===== src/hw/rtl/cctr_pkg.sv =====
`timescale 1ns / 1ps
// ----------------------------------------------------------------------------
// cctr_pkg: shared types and constants for the color code decoder
// Beat layouts of both channels, the palette entry layout, the work item that
// travels from the front to the back, and the fixed color codes.
// ----------------------------------------------------------------------------
package cctr_pkg;

    // Input beat: a lookup or a palette write
    typedef struct packed {
        logic               kind;
        logic signed [31:0] color_number;
        logic [7:0]         main_red;
        logic [7:0]         main_green;
        logic [7:0]         main_blue;
        logic [7:0]         main_alpha;
        logic [7:0]         dither_red;
        logic [7:0]         dither_green;
        logic [7:0]         dither_blue;
        logic [7:0]         dither_alpha;
        logic signed [31:0] edge_value;
    } item_t;

    // Result beat
    typedef struct packed {
        logic [7:0]         red;
        logic [7:0]         green;
        logic [7:0]         blue;
        logic [7:0]         alpha;
        logic signed [31:0] edge_number;
    } result_t;

    // One palette entry as stored
    typedef struct packed {
        logic [7:0]  mr;
        logic [7:0]  mg;
        logic [7:0]  mb;
        logic [7:0]  ma;
        logic [7:0]  dr;
        logic [7:0]  dg;
        logic [7:0]  db;
        logic [7:0]  da;
        logic [31:0] edge_code;
    } entry_t;

    // Front-to-back work item; when blend is low, the main color is final
    typedef struct packed {
        logic   blend;
        entry_t ent;
    } work_t;

    // Item kinds
    localparam logic KIND_LOOKUP = 1'b0;
    localparam logic KIND_WRITE  = 1'b1;

    // Top byte of the direct color codes
    localparam logic [7:0] TOP_OPAQUE    = 8'h02;
    localparam logic [7:0] TOP_TRANS     = 8'h03;
    localparam logic [7:0] TOP_DITHER    = 8'h04;
    localparam logic [7:0] TOP_TRANS_HI  = 8'h05;
    localparam logic [7:0] TOP_TRANS_LO  = 8'h06;
    localparam logic [7:0] TOP_INVISIBLE = 8'h07;

    // Fallback color and markers
    localparam logic [7:0]  ORANGE_R          = 8'd255;
    localparam logic [7:0]  ORANGE_G          = 8'd128;
    localparam logic [7:0]  ORANGE_B          = 8'd0;
    localparam logic [7:0]  ALPHA_OPAQUE      = 8'd255;
    localparam logic [31:0] EDGE_UNDEF        = 32'd255;
    localparam logic [7:0]  TRANS_ALPHA_RESET = 8'd110;

    // Entry value after the clearing pass
    localparam entry_t ENTRY_RESET = '{edge_code: EDGE_UNDEF, default: '0};

    // Register map (byte addresses)
    localparam logic [1:0] REG_TRANS_ALPHA = 2'd0;

endpackage


===== src/hw/rtl/cctr_back.sv =====
`timescale 1ns / 1ps
// ----------------------------------------------------------------------------
// cctr_back: alpha-weighted blend and result register
// Resolved colors pass straight to the result register. Palette entries are
// blended per component: (cm*am + cd*ad) / (am + ad) by a restoring divider
// that retires four quotient bits a cycle in each of three lanes if unstalled.
// ----------------------------------------------------------------------------
module cctr_back (
    input  logic              clk,
    input  logic              rst_n,
    input  logic              q_empty,
    input  cctr_pkg::work_t   q_data,
    output logic              q_pop,
    input  logic              pop,
    output logic              empty,
    output cctr_pkg::result_t result
);
    import cctr_pkg::*;

    typedef enum logic [1:0] {
        ST_IDLE = 2'b01,
        ST_DIV  = 2'b10
    } state_t;

    state_t      state_reg, state_next;
    logic        half_reg, half_next;
    logic [8:0]  den_reg;
    logic        den_zero_reg;
    logic [7:0]  alpha_reg;
    logic [31:0] edge_reg;
    logic [16:0] work_reg [3];
    logic        out_valid_reg;
    result_t     result_reg;

    logic [2:0][7:0] main_c;
    logic [2:0][7:0] dith_c;
    logic [16:0] num [3];
    logic [16:0] step_w [3];
    logic [8:0]  den_in;
    logic        slot_free;
    logic        load;
    logic        step;
    logic        out_load;
    result_t     out_data;

    // Four restoring division steps; w holds {remainder, numerator/quotient}
    function automatic logic [16:0] div_step4(input logic [16:0] w,
                                              input logic [8:0]  den);
        logic [9:0]  t;
        logic [16:0] v;
        v = w;
        for (int i = 0; i < 4; i++)
        begin
            t = {v[16:8], v[7]};
            if (t >= {1'b0, den})
                v = {9'(t - {1'b0, den}), v[6:0], 1'b1};
            else
                v = {t[8:0], v[6:0], 1'b0};
        end
        return v;
    endfunction

    // Weighted numerators of the three lanes (lane 2 red, 1 green, 0 blue)
    assign main_c = {q_data.ent.mr, q_data.ent.mg, q_data.ent.mb};
    assign dith_c = {q_data.ent.dr, q_data.ent.dg, q_data.ent.db};
    assign den_in = {1'b0, q_data.ent.ma} + {1'b0, q_data.ent.da};

    always_comb
    begin
        for (int l = 0; l < 3; l++)
        begin
            num[l]    = 17'(main_c[l] * q_data.ent.ma) + 17'(dith_c[l] * q_data.ent.da);
            step_w[l] = div_step4(work_reg[l], den_reg);
        end
    end

    assign slot_free = !out_valid_reg || pop;

    // Sequencer
    always_comb
    begin
        state_next = state_reg;
        half_next  = half_reg;
        q_pop      = 1'b0;
        load       = 1'b0;
        step       = 1'b0;
        out_load   = 1'b0;
        out_data   = '0;
        unique case (state_reg)
            ST_IDLE:
            begin
                if (!q_empty)
                begin
                    if (q_data.blend)
                    begin
                        q_pop      = 1'b1;
                        load       = 1'b1;
                        half_next  = 1'b0;
                        state_next = ST_DIV;
                    end
                    else if (slot_free)
                    begin
                        q_pop                = 1'b1;
                        out_load             = 1'b1;
                        out_data.red         = q_data.ent.mr;
                        out_data.green       = q_data.ent.mg;
                        out_data.blue        = q_data.ent.mb;
                        out_data.alpha       = q_data.ent.ma;
                        out_data.edge_number = q_data.ent.edge_code;
                    end
                end
            end
            ST_DIV:
            begin
                if (!half_reg)
                begin
                    step      = 1'b1;
                    half_next = 1'b1;
                end
                else if (slot_free)
                begin
                    // last four quotient bits go straight to the result
                    out_load             = 1'b1;
                    out_data.red         = den_zero_reg ? 8'd0 : step_w[2][7:0];
                    out_data.green       = den_zero_reg ? 8'd0 : step_w[1][7:0];
                    out_data.blue        = den_zero_reg ? 8'd0 : step_w[0][7:0];
                    out_data.alpha       = alpha_reg;
                    out_data.edge_number = edge_reg;
                    state_next           = ST_IDLE;
                end
            end
            default:
            begin
                state_next = ST_IDLE;
            end
        endcase
    end

    // Control state
    always_ff @(posedge clk or negedge rst_n)
    begin
        if (!rst_n)
        begin
            state_reg     <= ST_IDLE;
            half_reg      <= 1'b0;
            out_valid_reg <= 1'b0;
        end
        else
        begin
            state_reg <= state_next;
            half_reg  <= half_next;
            if (out_load)
                out_valid_reg <= 1'b1;
            else if (pop)
                out_valid_reg <= 1'b0;
        end
    end

    // Divider datapath
    always_ff @(posedge clk)
    begin
        if (load)
        begin
            den_reg      <= den_in;
            den_zero_reg <= (den_in == '0);
            alpha_reg    <= den_in[8:1];
            edge_reg     <= q_data.ent.edge_code;
            for (int l = 0; l < 3; l++)
                work_reg[l] <= num[l];
        end
        else if (step)
        begin
            for (int l = 0; l < 3; l++)
                work_reg[l] <= step_w[l];
        end
    end

    // Result register
    always_ff @(posedge clk)
    begin
        if (out_load)
            result_reg <= out_data;
    end

    assign empty  = !out_valid_reg;
    assign result = result_reg;

`ifndef ASSERT_OFF
    a_no_pop_while_dividing: assert property (@(posedge clk) disable iff (!rst_n)
        (state_reg == ST_DIV) |-> !q_pop)
        else $error("work item taken while divider busy");

    a_first_half_advances: assert property (@(posedge clk) disable iff (!rst_n)
        (state_reg == ST_DIV && !half_reg) |=> (state_reg == ST_DIV && half_reg))
        else $error("divider skipped its second half");

    a_result_slot_free: assert property (@(posedge clk) disable iff (!rst_n)
        out_load |-> slot_free)
        else $error("result overwritten before it was taken");

    a_pop_has_work: assert property (@(posedge clk) disable iff (!rst_n)
        q_pop |-> !q_empty)
        else $error("work taken from an empty queue");
`endif

endmodule

===== config.mk =====
export PLATFORM = sky130hd
export DESIGN_NAME = cctr_back
export DESIGN_NICKNAME = d
export VERILOG_FILES = /design/src/hw/rtl/cctr_pkg.sv /design/src/hw/rtl/cctr_back.sv
export SDC_FILE = /design/constraint.sdc
export NUM_CORES = 2
export LEC_CHECK = 0
export ABC_AREA = 1
export BUFFER_PORTS_ARGS = -buffer_cell sky130_fd_sc_hd__buf_2
export CAP_MARGIN = 20
export CORE_MARGIN = 5
export CORE_UTILIZATION = 30
export DETAILED_ROUTE_END_ITERATION = 7
export PLACE_DENSITY = 0.52
export SKIP_CTS_REPAIR_TIMING = 1
export SLEW_MARGIN = 5
export SYNTH_ARGS = -nofsm -noshare
export SYNTH_HDL_FRONTEND = slang
export SYNTH_SLANG_ARGS = --single-unit

===== constraint.sdc =====
create_clock -name clk -period 9.2 [get_ports clk]
set_input_delay 0 -clock clk [delete_from_list [all_inputs] [get_ports clk]]
set_output_delay 0 -clock clk [all_outputs]
set_load 0.03 [all_outputs]

==> flow_summary.yaml <==
timing:
  worstMarginPinSlew_ps: 1050
  rsz0062_at_grt: "false"
  period_minus_slack_ps: 8090
  max_freq_mhz: 124
  hold_viol_final: 0
  post-route-period-util: 0.880
  setup_violations: 0
  hold_slack_ps: 58.6
  report.final.slew_viol_count: 0
  clock_skew_ps: 18.1
  slew_headroom: 0.300
  setup-tns-final_ps: 0
clocking:
  clk_pin_slew_ps: 80
  clockBufferDepth: 2
  clock_latency_ps: 460
  numCtsBuffers: 17
  cts_tree: "done"
  cts-root-buf: "clkbuf_16"
  h-tree-depth: 4
  cts.sinks: 161
placement:
  dpl.cell_count: 4684
  place_congestion: 0.903
  port_buffers: 166
  dpl.hpwl_mm: 63.7
setup_path:
  crit_path_max_fanout: 17
  critPathLaunchType: "flip-flop"
  worstSetupPathType: "flip-flop to flip-flop"
  critPathMaxStageDelay_ps: 570
  arrival_ps: 8280
  crit_required_ps: 9390
  cpMaxStageDelayCell: "inv_1"
  cp-end-kind: "flip-flop"
  regToRegSetupSlack_ps: 1110
  r2r_cells: 43
  cpMostUsedCell: "nand2_1"
logic_synthesis:
  syn_nets: 4183
  syn_inst: 3465
  yosys_register_bits: 161
  synth-seq-area-share: 0.181
  synth_cell_type_count: 49
  synth_fa_ha_area_frac: 0.375
  synth_area_per_cell_um2: 7.69
  synth_top_family_by_area: "adder cells"
  synth_xor_area_frac: 0.0329
  yosys_warnings: 0
  muxShareOfSynthArea: 0
  synth_area_um2: 26700
  synth_compound_area_frac: 0.0692
  synthSimpleGateAreaFrac: 0.206
floorplan:
  dieArea_um2: 94900
  rows: 109
  io_pins: 167
  die_h_um: 308
  initial_core_util: 0.302
  core_region_area_um2: 88200
  die_w_um: 308
outcome:
  status: "completed"
global_route:
  grt_max_degree: 66
  grt.met3_usage: 0.0212
  use_met2: 0.267
  grt_util_met1: 0.251
  antenna_found_initial: 18
  grtUsageTotal: 0.168
  grt_first_pass_wirelength_mm: 126
  grt-busiest-layer: "met2"
  grt_overflow_total: 0
  grt_pass1_vias: 21800
min_path:
  hp-class: "input pin to flip-flop"
  min_delay_path_depth: 3
layout:
  layout-drive-gt1-share: 0.0842
  syn_to_final_growth_pct: 11.0
  instances_no_fill: 4763
  largest_reg_flops: 64
  fin_nets: 4293
routing:
  wl_mm: 80.6
  routed_via_density: 4.62
  drc: 0
  first_iter_violations: 1571
  ant_nets: 0
  wl_per_cell_um: 16.9
  vias: 22000
  dr.pass1.iters: 5
run:
  drv_cap: 0
[cells in the final DEF (no fill, tap or decap), drive strengths merged, types with 12 or more instances in the layout]
cell         count
xor2            51
a31oi           12
o21bai          15
edfxtp         157
nor3            23
clkbuf          17
buf            186
nand3          144
o21ai           98
nand4           22
ha             313
xnor2           49
a21oi          187
dlygate4sd3     37
fa             304
inv            820
nand2         1011
nor2            94
[worst paths after layout]
check                                  start              end
worst max-delay path              den_reg[5]  work_reg[0][26]
worst min-delay path              q_data[72]       result[40]
worst max register to register    den_reg[5]  work_reg[0][26]
worst min register to register  state_reg[0]     state_reg[0]
max in group asynchronous              rst_n     state_reg[1]
min in group asynchronous              rst_n     state_reg[0]
[area by class of cell]
class / count / area [µm²]
repair buffers: 223 / 1350
flip-flops and latches: 161 / 4820
clock inverters: 15 / 206
clock buffers: 17 / 425
inverters: 815 / 3070
diodes: 10 / 25.0
well taps: 1165 / 1460
multi-input cells: 2357 / 18200
fillers: 9351 / 58600
[metrics by stage]
stage	area [µm²]	setup slack, ps	utilization
global route	29600	397	0.335
finish	29600	1110	0.335
CTS	29200	1190	0.331
floorplan	26700	2160	-
global placement	28600	1480	0.324
detailed placement	28600	1280	0.324
[layer usage]
layer / part of all wire / up-vias
li1: - / 10800
met1: 0.48 / 10600
met2: 0.45 / 489
met3: 0.055 / 56
met4: 0.012 / 12
met5: 0.00099 / -
[cell families (layout without fill, tap and decap cells)]
| logic type | Yosys count | after routing |
|---|---|---|
| buf+inv | 947 | 1070 |
| compound gates | 333 | 333 |
| fa+ha+maj | 617 | 617 |
| xor+xnor | 100 | 100 |
| simple gates | 1307 | 1307 |
| flops | 161 | 161 |
| other cells | 0 | 10 |
[synthesized netlist by cell type (all sizes together)]
| master | instances | area share |
|---|---|---|
| o211ai | 1 | 0.00028 |
| o2111ai | 5 | 0.0016 |
| a21o | 3 | 0.00085 |
| o22ai | 2 | 0.00047 |
| clkinv | 1 | 0.00014 |
| o21a | 5 | 0.0014 |
| xnor2 | 49 | 0.016 |
| a21boi | 1 | 0.00028 |
| ha | 313 | 0.15 |
| buf | 17 | 0.0047 |
| fa | 304 | 0.23 |
| a211oi | 1 | 0.00028 |
| nand3 | 144 | 0.031 |
| o21ai | 98 | 0.019 |
| a31oi | 12 | 0.0028 |
| dfrtp | 3 | 0.0028 |
| nand3b | 4 | 0.0011 |
| or3 | 1 | 0.00023 |
| nor2 | 94 | 0.016 |
| o21bai | 15 | 0.0042 |
| nand4 | 22 | 0.0052 |
| edfxtp | 157 | 0.18 |
| dfstp | 1 | 0.00099 |
| clkbuf | 115 | 0.017 |
| nor3 | 23 | 0.0043 |
| inv | 814 | 0.11 |
| a21oi | 187 | 0.037 |
| xor2 | 51 | 0.017 |
| o311ai | 1 | 0.00033 |
| o31a | 2 | 0.00066 |
| or2 | 8 | 0.0019 |
| nand2 | 1011 | 0.15 |
[worst max-delay path, delay by kind of cell, from the launching register on]
family | cells | cell delay (ps)
AOI/OAI and AO/OA | 10 | 2370
adders and majority gates | 4 | 1440
buffers and inverters | 8 | 1090
DFF | 1 | 420
and+or+nand+nor | 21 | 2500
Power is not shown: default switching activity piles up to over one toggle a cycle in this logic, so the estimate is an artifact.
