**config.mk**
```make
export PLATFORM = sky130hd
export DESIGN_NAME = cctr_queue
export DESIGN_NICKNAME = d
export VERILOG_FILES = /design/src/hw/rtl/cctr_pkg.sv /design/src/hw/rtl/cctr_queue.sv
export SDC_FILE = /design/constraint.sdc
export NUM_CORES = 1
export LEC_CHECK = 0
export BUFFER_PORTS_ARGS = -buffer_cell sky130_fd_sc_hd__buf_4
export CAP_MARGIN = 20
export CORE_MARGIN = 3
export CORE_UTILIZATION = 47
export DETAILED_ROUTE_END_ITERATION = 10
export PLACE_DENSITY_LB_ADDON = 0.2
export SLEW_MARGIN = 20
export SYNTH_ARGS = -nofsm -noshare
export SYNTH_HDL_FRONTEND = slang
export SYNTH_SLANG_ARGS = --single-unit
```
**constraint.sdc**
```tcl
create_clock -name clk -period 4.92 [get_ports clk]
set_input_delay 0.738 -clock clk [delete_from_list [all_inputs] [get_ports clk]]
set_output_delay 0.738 -clock clk [all_outputs]
set_load 0.01 [all_outputs]
```
**src/hw/rtl/cctr_pkg.sv**
```systemverilog
`timescale 1ns / 1ps
// ----------------------------------------------------------------------------
// cctr_pkg: shared types and constants for the color code decoder
// Beat layouts of both channels, the palette entry layout, the work item that
// travels from the front to the back, and the fixed color codes.
// ----------------------------------------------------------------------------
package cctr_pkg;

    // Input beat: a lookup or a palette write
    typedef struct packed {
        logic               kind;
        logic signed [31:0] color_number;
        logic [7:0]         main_red;
        logic [7:0]         main_green;
        logic [7:0]         main_blue;
        logic [7:0]         main_alpha;
        logic [7:0]         dither_red;
        logic [7:0]         dither_green;
        logic [7:0]         dither_blue;
        logic [7:0]         dither_alpha;
        logic signed [31:0] edge_value;
    } item_t;

    // Result beat
    typedef struct packed {
        logic [7:0]         red;
        logic [7:0]         green;
        logic [7:0]         blue;
        logic [7:0]         alpha;
        logic signed [31:0] edge_number;
    } result_t;

    // One palette entry as stored
    typedef struct packed {
        logic [7:0]  mr;
        logic [7:0]  mg;
        logic [7:0]  mb;
        logic [7:0]  ma;
        logic [7:0]  dr;
        logic [7:0]  dg;
        logic [7:0]  db;
        logic [7:0]  da;
        logic [31:0] edge_code;
    } entry_t;

    // Front-to-back work item; when blend is low, the main color is final
    typedef struct packed {
        logic   blend;
        entry_t ent;
    } work_t;

    // Item kinds
    localparam logic KIND_LOOKUP = 1'b0;
    localparam logic KIND_WRITE  = 1'b1;

    // Top byte of the direct color codes
    localparam logic [7:0] TOP_OPAQUE    = 8'h02;
    localparam logic [7:0] TOP_TRANS     = 8'h03;
    localparam logic [7:0] TOP_DITHER    = 8'h04;
    localparam logic [7:0] TOP_TRANS_HI  = 8'h05;
    localparam logic [7:0] TOP_TRANS_LO  = 8'h06;
    localparam logic [7:0] TOP_INVISIBLE = 8'h07;

    // Fallback color and markers
    localparam logic [7:0]  ORANGE_R          = 8'd255;
    localparam logic [7:0]  ORANGE_G          = 8'd128;
    localparam logic [7:0]  ORANGE_B          = 8'd0;
    localparam logic [7:0]  ALPHA_OPAQUE      = 8'd255;
    localparam logic [31:0] EDGE_UNDEF        = 32'd255;
    localparam logic [7:0]  TRANS_ALPHA_RESET = 8'd110;

    // Entry value after the clearing pass
    localparam entry_t ENTRY_RESET = '{edge_code: EDGE_UNDEF, default: '0};

    // Register map (byte addresses)
    localparam logic [1:0] REG_TRANS_ALPHA = 2'd0;

endpackage

```
**src/hw/rtl/cctr_queue.sv**
```systemverilog
`timescale 1ns / 1ps
// ----------------------------------------------------------------------------
// cctr_queue: two-entry work queue
// Decouples the front end from the back end so each can stall on its own.
// ----------------------------------------------------------------------------
module cctr_queue (
    input  logic             clk,
    input  logic             rst_n,
    input  logic             push,
    input  cctr_pkg::work_t  wdata,
    output logic             full,
    input  logic             pop,
    output cctr_pkg::work_t  rdata,
    output logic             empty
);
    import cctr_pkg::*;

    work_t      slot [2];
    logic       wr_ptr_reg;
    logic       rd_ptr_reg;
    logic [1:0] count_reg;

    assign full  = (count_reg == 2'd2);
    assign empty = (count_reg == 2'd0);
    assign rdata = slot[rd_ptr_reg];

    // Pointers and fill level
    always_ff @(posedge clk or negedge rst_n)
    begin
        if (!rst_n)
        begin
            wr_ptr_reg <= 1'b0;
            rd_ptr_reg <= 1'b0;
            count_reg  <= 2'd0;
        end
        else
        begin
            if (push && !full)
                wr_ptr_reg <= !wr_ptr_reg;
            if (pop && !empty)
                rd_ptr_reg <= !rd_ptr_reg;
            if ((push && !full) && !(pop && !empty))
                count_reg <= count_reg + 2'd1;
            else if (!(push && !full) && (pop && !empty))
                count_reg <= count_reg - 2'd1;
        end
    end

    // Storage
    always_ff @(posedge clk)
    begin
        if (push && !full)
            slot[wr_ptr_reg] <= wdata;
    end

`ifndef ASSERT_OFF
    a_no_push_when_full: assert property (@(posedge clk) disable iff (!rst_n)
        push |-> !full)
        else $error("work queue overflow");

    a_no_pop_when_empty: assert property (@(posedge clk) disable iff (!rst_n)
        pop |-> !empty)
        else $error("work queue underflow");

    a_count_bound: assert property (@(posedge clk) disable iff (!rst_n)
        count_reg != 2'd3)
        else $error("work queue count out of range");

    a_count_grows: assert property (@(posedge clk) disable iff (!rst_n)
        (push && !pop && !full) |=> (count_reg == $past(count_reg) + 2'd1))
        else $error("work queue count did not follow a push");
`endif

endmodule

```
==> results.md, run 1 <==
* Post-layout minimum cycle time at around 3200 ps
* TritonCTS Buffers at 17
* Vias in the first global route at 3829
* Clk sinks at 198
* Residual DRC count at 0
* Mapped Area at 7269 sq um
* # rows at 44
* Area Overhead vs Synth at 30.98%
* Worst vdd ir at approximately 300 uV
* Layout Utilization at 0.6430
* CP Class: reg2out
* Clock tree buffer depth at 2
* Post_cts resized at 0
* Worst-path clk slew at 60 ps
* Syn avg cell area at around 23 sq um
* Power Dens Cells at 572.5 nW/um^2
* Crit end category: output port
* Final #Nets at between 600 and 700
* Die Area at around 17000 sq um
* Total of max-cap violations at 0
* Setup Total Neg Slack at 0 ps
* Pin count of the biggest net entering global routing at 64
* CP peak stage delay at 1040 ps
* Fmax at between 300 and 400 MHz
* RSZ-0062 raised after global routing: no
* WL final at 13600 microns
* Filler cell count in the final layout at ~1000
* H-tree depth at 4
* Detailed router's first-iteration violation count at approximately 230
* Global-route wire length before repair at 19780 microns
* R2R Setup Slk at 2840 ps
* Root Buffer: clkbuf_16
* Distinct cells, synth at 15
* Slew Viols, Final at 0
* Worst R2R Path Depth at 5
* Reg2reg end: slot[0][52]
* Largest register FFs at 194
* Hold-fix buffers, CTS at 0
* Die span in x at approximately 130 microns
* Clock Skews at 5.809 ps
* Worst slew pin tran at 927.6 ps
* Slew HR at 0.3816
* Post-Syn Nets at 423
* Outcome: completed
* Final setup fails at 0
* Crit-path cells: buf_4, mux2_2, buf_4
* Initial antenna violation count at 0
* Via count at 3608
* Routed Antenna Nets at 0
* Gp weighted congestion at 0.7651
* Seq/Total Area, Yosys at 0.8151
* Worst EP arrival at around 2400 ps
* Starting Density at 0.4909
* Proportion of layout cells with a drive suffix above 1 at 0.5996
* Number of port buffers at roughly 200
* Die height at 130.4 microns
* Grt total ovfl at 0
* Gate count of the mapped netlist at about 320
* Ant. Diodes at 0
* Reg2reg start: count_reg[0]
* Setup Buffers After CTS at 0
* GRT Total Usage at 0.1565
* Pleak at 3.597 nW
* Vias/cell at about 5
* Worst path top cell family by delay: flip-flops
* Final HPWL DP at 9186 microns
* Critical path's most frequent cell: buf_4
* Period utilisation layout at 0.6421
* Worst hold path type: in2async
* Core ar. at 14810 sq um
* Worst-path maximum fanout at 63
* Crit path depth at 3
* Startpoint types: register
* DR WL/cell at between 15 and 20 microns
* CP required at around 4200 ps
* Worst Path Buf+Inv at 2
* Clk Latency, worst-skew pair at 410 ps
* Critical Path Slowest Stage Cell: dfrtp_4
* Hold Fails Final Rpt at 0
* Hold_ws at 109.6 ps
* CTS tree: built
* Synth Warn # at 0
* #FFs+latches synth at 198
* I/O pin count at 200
* DRT Pass-1 Iters at 4
==> cells by family (layout without fill, tap and decap cells) <==
kind of cell / Yosys count / count (layout) / share of synthesized area
AOI/OAI and AO/OA: 1 / 1 / 0.0006878
xor gates and xnor gates: 5 / 5 / 0.006025
adders and majority gates: 1 / 1 / 0.001721
buffers and inverters: 13 / 239 / 0.01205
DFF: 198 / 198 / 0.8151
muxes: 97 / 97 / 0.1606
and+or+nand+nor: 6 / 6 / 0.003787
==> power breakdown <==
part | switching [W] | internal, W | leakage, nW
Combinational | 0.000785 | 0.000982 | 1.52
Sequential | 0.000206 | 0.00230 | 1.85
Clock | 0.000538 | 0.000636 | 0.227
==> layout make-up <==
class                      count  area (sq um)  area share
clock buffer                  21         440.4     0.04625
clock inverter                11         61.31    0.006439
inverter                       2         7.507   0.0007884
multi-input combinational    110          1269      0.1332
sequential                   198          5929      0.6227
tap                          184         230.2     0.02418
timing repair buffer         205          1584      0.1664
==> metrics by stage <==
stage               power [W]  area, sq um  worst slack, ps  cells
detailed placement   0.004335         9000             2155    698
CTS                  0.005515         9502             1697    730
global placement     0.004279         8972             2185    697
finish               0.005451         9522             1761    731
floorplan            0.003518         7272             1133    321
global route         0.005736         9522             1623    731
==> placed cells by master, fill, tap and decap left out <==
| cell type | count |
|---|---|
| xnor2_1 | 3 |
| nor2_1 | 2 |
| nor2_4 | 1 |
| clkinv_2 | 1 |
| buf_4 | 202 |
| clkinvlp_4 | 5 |
| nand2_1 | 1 |
| buf_12 | 2 |
| clkbuf_1 | 4 |
| ha_1 | 1 |
| edfxtp_1 | 194 |
| clkinv_1 | 5 |
| clkbuf_16 | 17 |
| mux2_2 | 77 |
| o21ai_0 | 1 |
| mux2_4 | 20 |
| xor2_1 | 2 |
| dfrtp_1 | 3 |
| dfrtp_4 | 1 |
| nand2b_1 | 1 |
| buf_16 | 1 |
| inv_1 | 2 |
| and3_4 | 1 |
==> worst register-to-register path, delay by kind of cell (launching register included) <==
family / cells / cell delay, ps
simple gates: 3 / 710
flops: 1 / 420
buf+inv: 2 / 590
==> how the worst max path moves through the flow <==
stage                from    endpoint  slack (ps)
2_1_floorplan        push  slot[0][0]        1130
3_3_place_gp   rd_ptr_reg   rdata[92]        2180
3_5_place_dp   rd_ptr_reg   rdata[92]        2150
4_1_cts        rd_ptr_reg    rdata[0]        1700
5_1_grt        rd_ptr_reg    rdata[0]        1620
6_report       rd_ptr_reg    rdata[0]        1760
==> metal layers <==
metal	vias up	share of wire	track usage
li1	1689	-	-
met1	1751	0.40	0.1930
met2	149	0.49	0.2492
met3	19	0.10	0.06795
met4	0	0.016	0.05445
met5	-	0	0
==> Yosys cell counts, drive strengths merged <==
cell,number,area share
nor2,3,0.0015
inv,2,0.0010
edfxtp,194,0.80
ha,1,0.0017
and3,1,0.00086
nand2b,1,0.00086
xor2,2,0.0024
mux2,97,0.16
buf,11,0.011
nand2,1,0.00052
o21ai,1,0.00069
xnor2,3,0.0036
dfrtp,4,0.014
(Power assumes the default switching activity.)
==> inputs of run 2 (changes only) <==
Clock period 4.92 ns to 2.8 ns, I/O delays scaled along.
==> run 2 against run 1 <==
Register-to-register slack lost 1900 ps. Via count grew 1.2%. Global-route usage grew 0.17 points. Die area is the same. Sequential power grew 71%. Non-clock buffer count grew 2. Critical endpoint is now rdata[43]. Worst setup slack lost 1300 ps. Wire length shrank 2.5%. Critical path type unchanged.
==> results.md, run 2 (same netlist as run 1, synthesis figures left out) <==
* Outcome: completed (unchanged)
* Crit-path cells: buf_12, mux2_2, buf_4 (was buf_4, mux2_2, buf_4)
* Slew Viols, Final at 0 (unchanged)
* Global-route wire length before repair at 20030 microns (was 19780 microns)
* Worst-path maximum fanout at 53 (was 63)
* Largest register FFs at 194 (unchanged)
* Final HPWL DP at 8998 microns (was 9186 microns)
* Power Dens Cells at 1041 nW/um^2 (was 572.5 nW/um^2)
* Worst-path clk slew at 60 ps (about the same)
* CP peak stage delay at 630 ps (was 1040 ps)
* Proportion of layout cells with a drive suffix above 1 at 0.6102 (was 0.5996)
* Worst path top cell family by delay: flip-flops (unchanged)
* RSZ-0062 raised after global routing: no (unchanged)
* GRT met3 Usage at 0.07245 (was 0.06795)
* Area post-placement at 9007 sq um (was 9000 sq um)
* Worst Path Buf+Inv at 2 (unchanged)
* DR WL/cell at 18.09 microns (was 18.60 microns)
* Root Buffer: clkbuf_16 (unchanged)
* Final #Nets at 638 (was 636)
* Reg2reg end: slot[1][16] (was slot[0][52])
* Combinational power share at 0.318 (was 0.324)
* Design area at 9653 sq um (was 9522 sq um)
* Gp weighted congestion at 0.7080 (was 0.7651)
* Power Internal at 0.007339 W (was 0.003922 W)
* Clk pwr share at 0.256 (was 0.215)
* Detailed router's first-iteration violation count at 190 (was 226)
* H-tree depth at 4 (unchanged)
* Clk sinks at 198 (unchanged)
* Clk Latency, worst-skew pair at 420 ps (was 410 ps)
* Grt total ovfl at 0 (unchanged)
* Hold Path Cell Cnt at 1
* Total of max-cap violations at 0 (unchanged)
* Reg2reg start: count_reg[0] (unchanged)
* Number of port buffers at 199 (unchanged)
* Period utilisation layout at 0.8492
* Clock Skews at 4.924 ps (was 5.809 ps)
* M2 GR Usage at 0.2565 (was 0.2492)
* TritonCTS Buffers at 17 (unchanged)
* Residual DRC count at 0 (unchanged)
* CP Class: reg2out (unchanged)
* Ant. Diodes at 0 (unchanged)
* Slew HR at 0.5515 (was 0.3816)
* Starting Density at 0.4909 (unchanged)
* Critical Path Slowest Stage Cell: dfrtp_4 (unchanged)
* Vias in the first global route at 3931 (was 3829)
* Worst EP arrival at 1960 ps (was 2420 ps)
* Min-Delay Endpoint: slot[0][18]
* GRT Total Usage at 0.1582 (was 0.1565)
* I/O pin count at 200 (unchanged)
* Layout Utilization at 0.6518 (was 0.6430)
* Sw Pwr at 0.002713 W (was 0.001529 W)
* WL final at 13260 microns (was 13600 microns)
* Most Crowded Layer GR: met2 (unchanged)
* Worst vdd ir at 566.9 uV (was 298.9 uV)
* Routed Antenna Nets at 0 (unchanged)
* Flop pwr share at 0.426 (was 0.461)
* Die span in x at 130.4 microns (unchanged)
* Pleak at 3.683 nW (was 3.597 nW)
* Die Area at 17000 sq um (unchanged)
* Post_cts resized at 0 (unchanged)
* Final setup fails at 0 (unchanged)
* Worst slew pin tran at 672.8 ps (was 927.6 ps)
* Via count at 3651 (was 3608)
* Startpoint types: register (unchanged)
* # rows at 44 (unchanged)
* Worst hold path type: in2reg (was in2async)
* Hold Fails Final Rpt at 0 (unchanged)
* Initial antenna violation count at 0 (unchanged)
* Most frequent cells in the layout: buf_4, edfxtp_1, mux2_2 (unchanged)
* Area Overhead vs Synth at 32.79% (was 30.98%)
* Hold_ws at 179.7 ps (was 109.6 ps)
* Total design power at 0.01005 W (was 0.005451 W)
* Pin count of the biggest net entering global routing at 54 (was 64)
* Crit end category: output port (unchanged)
* Post-layout minimum cycle time at around 2400 ps
* Clock tree buffer depth at 2 (unchanged)
* CTS tree: built (unchanged)
* Commonest non-fill, non-tap cell in the layout: buf_4 (unchanged)
* Fmax at 420.5 MHz
* CP required at 2380 ps (was 4180 ps)
* Worst R2R Path Depth at 3 (was 5)
* Worst Hold Launch: wdata[18]
* Die height at 130.4 microns (unchanged)
* Switching share of total power at 0.2699 (was 0.2805)
* Setup Total Neg Slack at 0 ps (unchanged)
* DRT Pass-1 Iters at 4 (unchanged)
* R2R Setup Slk at 950 ps (was 2840 ps)
* Met1 usage at 0.1860 (was 0.1930)
* Core ar. at 14810 sq um (unchanged)
* Vias/cell at 4.981 (was 4.936)
## run 2: per-layer routing
layer,up-vias,share of wire,wire length [microns]
li1,1703,-,-
met1,1783,0.39,5146
met2,150,0.49,6546
met3,15,0.10,1377
met4,0,0.014,189
met5,-,0,0
## run 2: per-stage QoR
stage               instances  setup WS, ps
finish                    733         422.1
floorplan                 321         270.5
global placement          700         846.8
CTS                       733         369.1
global route              733         316.6
detailed placement        700         831.9
## run 2: repair_timing
item / 4_1_cts / 5_1_grt
hold endpoints to repair: 4 / 0
setup buffers: 0 / 0
hold buffers: 1 / 0
## run 2: worst reg2reg max path, stage by stage, from the launching register on
cell,delay [ps]
dfrtp_1,420
nand2b_1,180
and3_4,520
buf_12,370
## run 2: worst max-delay path by stage
stage	startpoint	end	slack [ps]	cells past startpoint
after CTS	rd_ptr_reg	rdata[29]	370	3
final	rd_ptr_reg	rdata[43]	420	3
after detailed placement	rd_ptr_reg	rdata[29]	830	3
after floorplan	count_reg[0]	slot[0][0]	270	3
after global routing	rd_ptr_reg	rdata[43]	320	3
after global placement	rd_ptr_reg	rdata[43]	850	3
## run 2: area by class of cell
class	instances	area, sq um
Sequential cell	198	5929
Fill cell	1049	5156
Timing Repair Buffer	207	1582
Multi-Input combinational cell	110	1269
Clock buffer	17	425.4
Tap cell	184	230.2
Clock inverter	15	210.2
Inverter	2	7.507
## run 2: power groups by stage
stage          clock network, W  logic [W]  registers [W]
3_5_place_dp                  0    0.00326        0.00435
3_3_place_gp                  0    0.00324        0.00432
4_1_cts                 0.00265    0.00327        0.00429
2_1_floorplan                 0    0.00191        0.00424
6_report                0.00257    0.00320        0.00428
5_1_grt                 0.00276    0.00346        0.00435
